===== config.mk =====
export PLATFORM = sky130hd
export DESIGN_NAME = sha256_message_hasher
export DESIGN_NICKNAME = d
export VERILOG_FILES = /design/src/design/sha_pkg.sv /design/src/design/sha_round_unit.sv /design/src/design/sha256_message_hasher.sv
export SDC_FILE = /design/constraint.sdc
export NUM_CORES = 2
export LEC_CHECK = 0
export BUFFER_PORTS_ARGS = -buffer_cell sky130_fd_sc_hd__buf_4
export CORE_AREA = 2 2 517 519
export CTS_CLUSTER_SIZE = 30
export DETAILED_ROUTE_END_ITERATION = 12
export DIE_AREA = 0 0 519 521
export GPL_TIMING_DRIVEN = 0
export HOLD_SLACK_MARGIN = 0.15
export PLACE_DENSITY = 0.5
export SYNTH_ARGS = -nofsm -noshare
export SYNTH_HDL_FRONTEND = slang
export SYNTH_SLANG_ARGS = --single-unit
export TNS_END_PERCENT = 10

===== constraint.sdc =====
create_clock -name clk -period 15.6 [get_ports clk]
set_input_delay 3.12 -clock clk [delete_from_list [all_inputs] [get_ports clk]]
set_output_delay 3.12 -clock clk [all_outputs]
set_load 0.01 [all_outputs]

===== src/design/sha_pkg.sv =====
package sha_pkg;

    typedef struct packed {
        logic [7:0] data_byte;
        logic       byte_valid;
        logic       end_of_message;
    } sha_in_t;

    typedef struct packed {
        logic [31:0] digest_word;
        logic [2:0]  word_index;
        logic        last_word;
    } sha_out_t;

    typedef enum logic [2:0] {
        ST_IDLE,
        ST_PAD,
        ST_LEN,
        ST_ROUND,
        ST_FOLD,
        ST_EMIT
    } sha_state_t;

    typedef struct packed {
        logic start;
        logic busy;
        logic done;
    } sha_core_ctl_t;

    localparam logic [7:0] PAD_BYTE = 8'h80;

    function automatic logic [31:0] init_hash(input logic [2:0] i);
        logic [31:0] r;
        case (i)
            3'd0: r = 32'h6a09e667;
            3'd1: r = 32'hbb67ae85;
            3'd2: r = 32'h3c6ef372;
            3'd3: r = 32'ha54ff53a;
            3'd4: r = 32'h510e527f;
            3'd5: r = 32'h9b05688c;
            3'd6: r = 32'h1f83d9ab;
            default: r = 32'h5be0cd19;
        endcase
        return r;
    endfunction

    function automatic logic [31:0] round_k(input logic [5:0] t);
        logic [31:0] r;
        case (t)
            6'd0: r = 32'h428a2f98; 6'd1: r = 32'h71374491; 6'd2: r = 32'hb5c0fbcf;
            6'd3: r = 32'he9b5dba5; 6'd4: r = 32'h3956c25b; 6'd5: r = 32'h59f111f1;
            6'd6: r = 32'h923f82a4; 6'd7: r = 32'hab1c5ed5; 6'd8: r = 32'hd807aa98;
            6'd9: r = 32'h12835b01; 6'd10: r = 32'h243185be; 6'd11: r = 32'h550c7dc3;
            6'd12: r = 32'h72be5d74; 6'd13: r = 32'h80deb1fe; 6'd14: r = 32'h9bdc06a7;
            6'd15: r = 32'hc19bf174; 6'd16: r = 32'he49b69c1; 6'd17: r = 32'hefbe4786;
            6'd18: r = 32'h0fc19dc6; 6'd19: r = 32'h240ca1cc; 6'd20: r = 32'h2de92c6f;
            6'd21: r = 32'h4a7484aa; 6'd22: r = 32'h5cb0a9dc; 6'd23: r = 32'h76f988da;
            6'd24: r = 32'h983e5152; 6'd25: r = 32'ha831c66d; 6'd26: r = 32'hb00327c8;
            6'd27: r = 32'hbf597fc7; 6'd28: r = 32'hc6e00bf3; 6'd29: r = 32'hd5a79147;
            6'd30: r = 32'h06ca6351; 6'd31: r = 32'h14292967; 6'd32: r = 32'h27b70a85;
            6'd33: r = 32'h2e1b2138; 6'd34: r = 32'h4d2c6dfc; 6'd35: r = 32'h53380d13;
            6'd36: r = 32'h650a7354; 6'd37: r = 32'h766a0abb; 6'd38: r = 32'h81c2c92e;
            6'd39: r = 32'h92722c85; 6'd40: r = 32'ha2bfe8a1; 6'd41: r = 32'ha81a664b;
            6'd42: r = 32'hc24b8b70; 6'd43: r = 32'hc76c51a3; 6'd44: r = 32'hd192e819;
            6'd45: r = 32'hd6990624; 6'd46: r = 32'hf40e3585; 6'd47: r = 32'h106aa070;
            6'd48: r = 32'h19a4c116; 6'd49: r = 32'h1e376c08; 6'd50: r = 32'h2748774c;
            6'd51: r = 32'h34b0bcb5; 6'd52: r = 32'h391c0cb3; 6'd53: r = 32'h4ed8aa4a;
            6'd54: r = 32'h5b9cca4f; 6'd55: r = 32'h682e6ff3; 6'd56: r = 32'h748f82ee;
            6'd57: r = 32'h78a5636f; 6'd58: r = 32'h84c87814; 6'd59: r = 32'h8cc70208;
            6'd60: r = 32'h90befffa; 6'd61: r = 32'ha4506ceb; 6'd62: r = 32'hbef9a3f7;
            default: r = 32'hc67178f2;
        endcase
        return r;
    endfunction

endpackage


===== src/design/sha_round_unit.sv =====
module sha_round_unit
    import sha_pkg::*;
(
    input  logic          clk,
    input  logic          rst_n,
    input  logic          start,
    input  logic [511:0]  block,
    input  logic [255:0]  chain_in,
    output logic [255:0]  state_out,
    output sha_core_ctl_t ctl
);

    logic [31:0] w_reg [16];
    logic [31:0] w_next [16];
    logic [31:0] v_reg [8];
    logic [31:0] v_next [8];
    logic [5:0]  t_reg, t_next;
    logic        busy_reg, busy_next;
    logic        done_reg, done_next;
    logic [31:0] wt, s0, s1, b0, b1, ch, maj, t1, t2, w15, w2;

    always_comb
    begin
        w2  = w_reg[14];
        w15 = w_reg[1];
        s1 = {w2[16:0], w2[31:17]} ^ {w2[18:0], w2[31:19]} ^ (w2 >> 10);
        s0 = {w15[6:0], w15[31:7]} ^ {w15[17:0], w15[31:18]} ^ (w15 >> 3);
        wt = w_reg[0];
        b1 = {v_reg[4][5:0], v_reg[4][31:6]} ^ {v_reg[4][10:0], v_reg[4][31:11]}
           ^ {v_reg[4][24:0], v_reg[4][31:25]};
        b0 = {v_reg[0][1:0], v_reg[0][31:2]} ^ {v_reg[0][12:0], v_reg[0][31:13]}
           ^ {v_reg[0][21:0], v_reg[0][31:22]};
        ch  = (v_reg[4] & v_reg[5]) ^ (~v_reg[4] & v_reg[6]);
        maj = (v_reg[0] & v_reg[1]) ^ (v_reg[0] & v_reg[2]) ^ (v_reg[1] & v_reg[2]);
        t1 = v_reg[7] + b1 + ch + round_k(t_reg) + wt;
        t2 = b0 + maj;
        busy_next = busy_reg;
        done_next = 1'b0;
        t_next = t_reg;
        for (int i = 0; i < 16; i++)
        begin
            w_next[i] = w_reg[i];
        end
        for (int i = 0; i < 8; i++)
        begin
            v_next[i] = v_reg[i];
        end
        if (start)
        begin
            for (int i = 0; i < 16; i++)
            begin
                w_next[i] = block[511 - 32*i -: 32];
            end
            for (int i = 0; i < 8; i++)
            begin
                v_next[i] = chain_in[255 - 32*i -: 32];
            end
            t_next = '0;
            busy_next = 1'b1;
        end
        else if (busy_reg)
        begin
            // window shifts: slot 0 is w[t]
            for (int i = 0; i < 15; i++)
            begin
                w_next[i] = w_reg[i + 1];
            end
            w_next[15] = s1 + w_reg[9] + s0 + w_reg[0];
            v_next[7] = v_reg[6];
            v_next[6] = v_reg[5];
            v_next[5] = v_reg[4];
            v_next[4] = v_reg[3] + t1;
            v_next[3] = v_reg[2];
            v_next[2] = v_reg[1];
            v_next[1] = v_reg[0];
            v_next[0] = t1 + t2;
            t_next = t_reg + 6'd1;
            if (t_reg == 6'd63)
            begin
                busy_next = 1'b0;
                done_next = 1'b1;
            end
        end
    end

    always_ff @(posedge clk)
    begin
        for (int i = 0; i < 16; i++)
        begin
            w_reg[i] <= w_next[i];
        end
        for (int i = 0; i < 8; i++)
        begin
            v_reg[i] <= v_next[i];
        end
        t_reg <= t_next;
    end

    always_ff @(posedge clk or negedge rst_n)
    begin
        if (!rst_n)
        begin
            busy_reg <= 1'b0;
            done_reg <= 1'b0;
        end
        else
        begin
            busy_reg <= busy_next;
            done_reg <= done_next;
        end
    end

    always_comb
    begin
        for (int i = 0; i < 8; i++)
        begin
            state_out[255 - 32*i -: 32] = v_reg[i];
        end
        ctl.start = start;
        ctl.busy  = busy_reg;
        ctl.done  = done_reg;
    end

endmodule


===== src/design/sha256_message_hasher.sv =====
// SHA-256 message hasher.
// Input channel (in_valid/in_ready, payload sha_in_t): one transfer carries an
// optional message byte and an end-of-message flag. A transfer with
// end_of_message set closes the message (an empty message is allowed).
// Output channel (out_valid/out_ready, payload sha_out_t): eight digest
// words, index 0 first, last_word set on index 7.
// Throughput: bytes that do not fill the block are taken one per cycle. A byte
// completing a 64-byte block holds in_ready low while the shared round unit
// loads the block, runs 64 rounds and signals done, and the result is folded.
// Closing a message runs padding one byte per cycle, places the length,
// runs one or two blocks, then emits 8 words, one per accepted output
// transfer; the first word is valid the cycle after the fold.
// The output register holds its word while out_ready is low; the sequencer
// waits, and no input is taken until the last word is transferred.
// Reset (rst_n low, async) loads the initial hash value and clears the fill
// count and bit length; after each digest they are reloaded the same way.
module sha256_message_hasher
    import sha_pkg::*;
(
    input  logic     clk,
    input  logic     rst_n,
    input  logic     in_valid,
    output logic     in_ready,
    input  sha_in_t  in_data,
    output logic     out_valid,
    input  logic     out_ready,
    output sha_out_t out_data
);

    sha_state_t    state_reg, state_next;
    sha_state_t    state_sel;
    logic [31:0]   chain_reg [8];
    logic [31:0]   chain_next [8];
    logic [31:0]   buf_reg [16];
    logic [5:0]    fill_reg, fill_next;
    logic [63:0]   len_reg, len_next;
    logic          closing_reg, closing_next;
    logic          final_blk_reg, final_blk_next;
    logic          len_done_reg, len_done_next;
    logic [2:0]    idx_reg, idx_next;
    logic          out_valid_reg, out_valid_next;
    logic          wr_en;
    logic [7:0]    wr_byte;
    logic          start_reg, start_next;
    logic [511:0]  block;
    logic [255:0]  chain_flat, state_out;
    sha_core_ctl_t ctl;
    logic          in_fire, out_fire;

    assign in_fire  = in_valid && in_ready;
    assign out_fire = out_valid_reg && out_ready;
    assign out_valid = out_valid_reg;
    assign in_ready = (state_reg == ST_IDLE);

    always_comb
    begin
        for (int i = 0; i < 16; i++)
        begin
            block[511 - 32*i -: 32] = buf_reg[i];
        end
        for (int i = 0; i < 8; i++)
        begin
            chain_flat[255 - 32*i -: 32] = chain_reg[i];
        end
    end

    sha_round_unit u_round (
        .clk       (clk),
        .rst_n     (rst_n),
        .start     (start_reg),
        .block     (block),
        .chain_in  (chain_flat),
        .state_out (state_out),
        .ctl       (ctl)
    );

    // next state
    always_comb
    begin
        state_next = state_reg;
        case (state_reg)
            ST_IDLE:
            begin
                if (in_fire)
                begin
                    if (in_data.byte_valid && fill_reg == 6'd63)
                        state_next = ST_ROUND;
                    else if (in_data.end_of_message)
                        state_next = ST_PAD;
                end
            end
            ST_PAD:
            begin
                if (fill_reg == 6'd63)
                    state_next = ST_ROUND;
                else if (fill_reg == 6'd55)
                    state_next = ST_LEN;
                else
                    state_next = ST_PAD;
            end
            ST_LEN:
                state_next = ST_ROUND;
            ST_ROUND:
            begin
                if (ctl.done)
                    state_next = ST_FOLD;
            end
            ST_FOLD:
            begin
                if (!closing_reg)
                    state_next = ST_IDLE;
                else if (fill_reg == 6'd0 && len_reg != 64'd0 && 1'b0)
                    state_next = ST_PAD;
                else
                    state_next = ST_FOLD;
            end
            ST_EMIT:
            begin
                if (out_fire && idx_reg == 3'd7)
                    state_next = ST_IDLE;
            end
            default:
                state_next = ST_IDLE;
        endcase
    end

    // outputs and datapath control
    always_comb
    begin
        fill_next      = fill_reg;
        len_next       = len_reg;
        closing_next   = closing_reg;
        final_blk_next = final_blk_reg;
        idx_next       = idx_reg;
        out_valid_next = out_valid_reg;
        wr_en      = 1'b0;
        wr_byte    = in_data.data_byte;
        start_next = 1'b0;
        for (int i = 0; i < 8; i++)
        begin
            chain_next[i] = chain_reg[i];
        end
        case (state_reg)
            ST_IDLE:
            begin
                if (in_fire)
                begin
                    closing_next = in_data.end_of_message;
                    final_blk_next = 1'b0;
                    if (in_data.byte_valid)
                    begin
                        wr_en = 1'b1;
                        fill_next = fill_reg + 6'd1;
                        len_next = len_reg + 64'd8;
                        start_next = (fill_reg == 6'd63);
                    end
                end
            end
            ST_PAD:
            begin
                wr_en = 1'b1;
                wr_byte = (closing_reg && !final_blk_reg) ? 8'h00 : 8'h00;
                if (!final_blk_reg)
                    wr_byte = PAD_BYTE;
                final_blk_next = 1'b1;
                fill_next = fill_reg + 6'd1;
                start_next = (fill_reg == 6'd63);
            end
            ST_LEN:
            begin
                start_next = 1'b1;
                fill_next = '0;
            end
            ST_FOLD:
            begin
                for (int i = 0; i < 8; i++)
                begin
                    chain_next[i] = chain_reg[i] + state_out[255 - 32*i -: 32];
                end
            end
            ST_EMIT:
            begin
                if (out_fire)
                begin
                    idx_next = idx_reg + 3'd1;
                    if (idx_reg == 3'd7)
                    begin
                        out_valid_next = 1'b0;
                        for (int i = 0; i < 8; i++)
                        begin
                            chain_next[i] = init_hash(3'(i));
                        end
                        fill_next = '0;
                        len_next = '0;
                        closing_next = 1'b0;
                    end
                end
            end
            default:
            begin
            end
        endcase
    end

    // fold step resolves: more padding, emit, or back to idle
    always_comb
    begin
        state_sel = state_next;
        if (state_reg == ST_FOLD)
        begin
            if (!closing_reg)
                state_sel = ST_IDLE;
            else if (!final_blk_reg)
                state_sel = ST_PAD;
            else if (fill_reg == 6'd0 && !len_done_reg)
                state_sel = ST_PAD;
            else
                state_sel = ST_EMIT;
        end
    end

    // length written into buffer tail in ST_LEN; flag set there, cleared in ST_IDLE
    always_comb
    begin
        len_done_next = len_done_reg;
        if (state_reg == ST_LEN)
            len_done_next = 1'b1;
        else if (state_reg == ST_IDLE)
            len_done_next = 1'b0;
    end

    always_ff @(posedge clk)
    begin
        if (wr_en)
            buf_reg[fill_reg[5:2]][31 - 8*fill_reg[1:0] -: 8] <= wr_byte;
        if (state_reg == ST_LEN)
        begin
            buf_reg[14] <= len_reg[63:32];
            buf_reg[15] <= len_reg[31:0];
        end
    end

    always_ff @(posedge clk or negedge rst_n)
    begin
        if (!rst_n)
        begin
            state_reg     <= ST_IDLE;
            fill_reg      <= '0;
            len_reg       <= '0;
            closing_reg   <= 1'b0;
            final_blk_reg <= 1'b0;
            len_done_reg  <= 1'b0;
            idx_reg       <= '0;
            out_valid_reg <= 1'b0;
            start_reg     <= 1'b0;
            for (int i = 0; i < 8; i++)
            begin
                chain_reg[i] <= init_hash(3'(i));
            end
        end
        else
        begin
            state_reg     <= state_sel;
            fill_reg      <= fill_next;
            len_reg       <= len_next;
            closing_reg   <= closing_next;
            final_blk_reg <= final_blk_next;
            len_done_reg  <= len_done_next;
            start_reg     <= start_next;
            idx_reg       <= (state_sel == ST_EMIT && state_reg != ST_EMIT) ? 3'd0 : idx_next;
            out_valid_reg <= (state_sel == ST_EMIT && state_reg != ST_EMIT) ? 1'b1
                                                                            : out_valid_next;
            for (int i = 0; i < 8; i++)
            begin
                chain_reg[i] <= chain_next[i];
            end
        end
    end

    always_comb
    begin
        out_data.digest_word = chain_reg[idx_reg];
        out_data.word_index  = idx_reg;
        out_data.last_word   = (idx_reg == 3'd7);
    end

endmodule


==> results.py <==
metrics = {
    "clocking": {
        "cts_resized": 0,
        "clock-sinks": 1654,
        "postCtsSetupBuffers": 0,
        "numCtsBuffers": 197,
        "cts_root_buf": "clkbuf_16",
        "htreeDepth": 4,
        "cts_tree": "done",
        "clk_latency_ns": 0.90,
        "hold_buffers": 0,
        "path_clk_slew_ns": 0.06,
        "cts_buffer_depth": 4,
    },
    "outcome": {
        "violations": "max-capacitance violations, max-slew violations",
        "outcome": "complete, but fails checks",
    },
    "route": {
        "firstDrtPassIters": 5,
        "drt-met1-wl_um": 153000,
        "dr_wl_met2_um": 161000,
        "drc": 0,
        "first_iter_violations": 7830,
        "wl_per_cell_um": 30.4,
        "vias": 66000,
        "ant_nets": 0,
        "wl_met3_um": 25500,
        "viasPerCell": 5.66,
        "dr.max_layer_used": "met5",
        "wirelength_um": 355000,
    },
    "placement": {
        "place_area_um2": 97900,
        "place.gp.congestion": 0.977,
        "post-place-cells": 11300,
        "dpl.hpwl_um": 271000,
        "port_buffers": 50,
    },
    "timing": {
        "relSlewSlack_pct": -5.64,
        "setup_viol": 0,
        "fin_crit_ns": 10.26,
        "slew_viol_final": 44,
        "rsz0062_at_grt": "false",
        "period_share_pct": 65.8,
        "tightest_slew_ns": 1.58,
        "timing.fmax_mhz": 97.4,
        "whs_ns": 0.477,
        "skew_ns": 0.108,
        "hold_viol": 0,
    },
    "floorplan": {
        "fp.dieArea_um2": 270000,
        "rows": 189,
        "core_um2": 264000,
        "initial_core_util_pct": 34.9,
        "die_x_um": 519,
        "die_h_um": 521,
        "io_pins": 52,
    },
    "layout": {
        "mostFrequentLayoutCells": "edfxtp_1, mux2_2, o21ai_0, nand2_1, a21oi_1",
        "drive_above_1_share_pct": 17.0,
        "final_core_util_pct": 39.4,
        "nets": 8580,
        "syn_to_final_growth_pct": 13.0,
        "multiInputGateArea_um2": 41700,
        "final_cell_area_um2": 104000,
        "final_common_cell": "edfxtp_1",
        "register_area_um2": 47800,
        "fill_cells": 25500,
        "final_cells": 11700,
    },
    "worst_setup_path": {
        "startpoint": "u_round.v_reg[2][8]",
        "cp_top_family": "compound AO/OA/AOI/OAI gates",
        "end_kind": "flop",
        "max_stage_delay_ns": 0.68,
        "crit_arrival_ns": 10.86,
        "path_common_cell": "inv_1",
        "cp.buffers_inverters": 6,
        "critPathMaxFanout": 6,
        "rr_startpoint": "u_round.v_reg[2][8]",
        "critical_path_class": "flop to flop",
        "worstPathRequired_ns": 16.20,
        "crit_slowest_cell": "a311oi_1",
        "start_kind": "flop",
    },
    "global_routing": {
        "grt_first_pass_wirelength_um": 494000,
        "antenna_found_initial": 29,
        "grt_pass1_vias": 64100,
        "grt_util_all_layers_pct": 25.6,
        "grt_overflow_total": 0,
        "grt_max_degree": 105,
    },
    "yosys": {
        "synth.distinct_cells": 93,
        "synth_edf_count": 1280,
        "syn_inst": 7682,
        "synthesis.area_um2": 92300,
        "async_flop_share_pct": 20.3,
        "synthesis.nets": 8287,
        "yosysWarnings": 0,
        "yosysTopAreaCellShare_pct": 41.7,
        "yosysSeqAreaShare_pct": 51.8,
        "ys_seq_elements": 1654,
        "syn_avg_cell_area_um2": 12.0,
        "synth_top_area_cell": "edfxtp_1",
        "yosys-top-cells-area": "edfxtp_1, mux2_2, dfrtp_1",
        "ys.flop_type": "edfxtp_1",
    },
    "min_path": {
        "hold_path_class": "flop to flop",
        "min_from": "buf_reg[11][18]",
    },
    "job": {
        "drv_cap": 5,
    },
}
==> cell type report <==
class	count	area share, %
Buffer	344	1.29
Timing Repair Buffer	94	1.10
Multi-Input combinational cell	5269	40.0
Clock buffer	267	5.25
Clock inverter	85	0.821
Tap cell	3533	4.24
Antenna cell	6	0.0144
Sequential cell	1654	45.8
Inverter	415	1.50
==> synthesized netlist by cell type (66+ instances only) <==
master,count
a21oi_1,427
nor2_1,430
xnor2_1,332
a21o_1,193
ha_1,396
nand3_1,142
fa_1,195
xor2_1,273
mux4_2,66
inv_1,412
nand2_1,517
nor3_1,101
dfstp_2,136
clkbuf_1,302
edfxtp_1,1280
dfrtp_1,200
mux2_2,709
o21ai_0,626
==> through the flow <==
stage | setup slack (ns) | TNS (ns)
2_1_floorplan | 2.47 | 0
3_3_place_gp | -7.02 | -5244.11
3_5_place_dp | 5.54 | 0
4_1_cts | 5.55 | 0
5_1_grt | 5.10 | 0
6_report | 5.34 | 0
==> kinds of logic after synthesis <==
kind of cell / count (synthesis) / synth area share (%)
compound gates: 1741 / 11.5
xor+xnor: 605 / 5.74
fa+ha+maj: 594 / 9.63
buf+inv: 759 / 3.11
flops: 1654 / 51.8
mux: 810 / 10.6
simple gates: 1519 / 7.56
==> final timing paths <==
kind                       cells after the start  slack, ns                     to
max                                           33       5.34   u_round.v_reg[0][31]
min                                            1       0.48  u_round.w_reg[1][114]
max reg2reg                                   33       5.34   u_round.v_reg[0][31]
min reg2reg                                    1       0.48  u_round.w_reg[1][114]
max in group asynchronous                      2      12.10            len_reg[34]
min in group asynchronous                      1       2.32        chain_flat[252]
==> layer usage <==
layer / GRT usage (%) / vias to the layer above
li1: - / 28700
met1: 35.1 / 34000
met2: 40.6 / 2752
met3: 4.42 / 571
met4: 9.35 / 12
met5: 0 / -
Power is left out: the tool's default activity adds up to more than one toggle a clock period on the data nets, which glitch-free logic cannot reach.
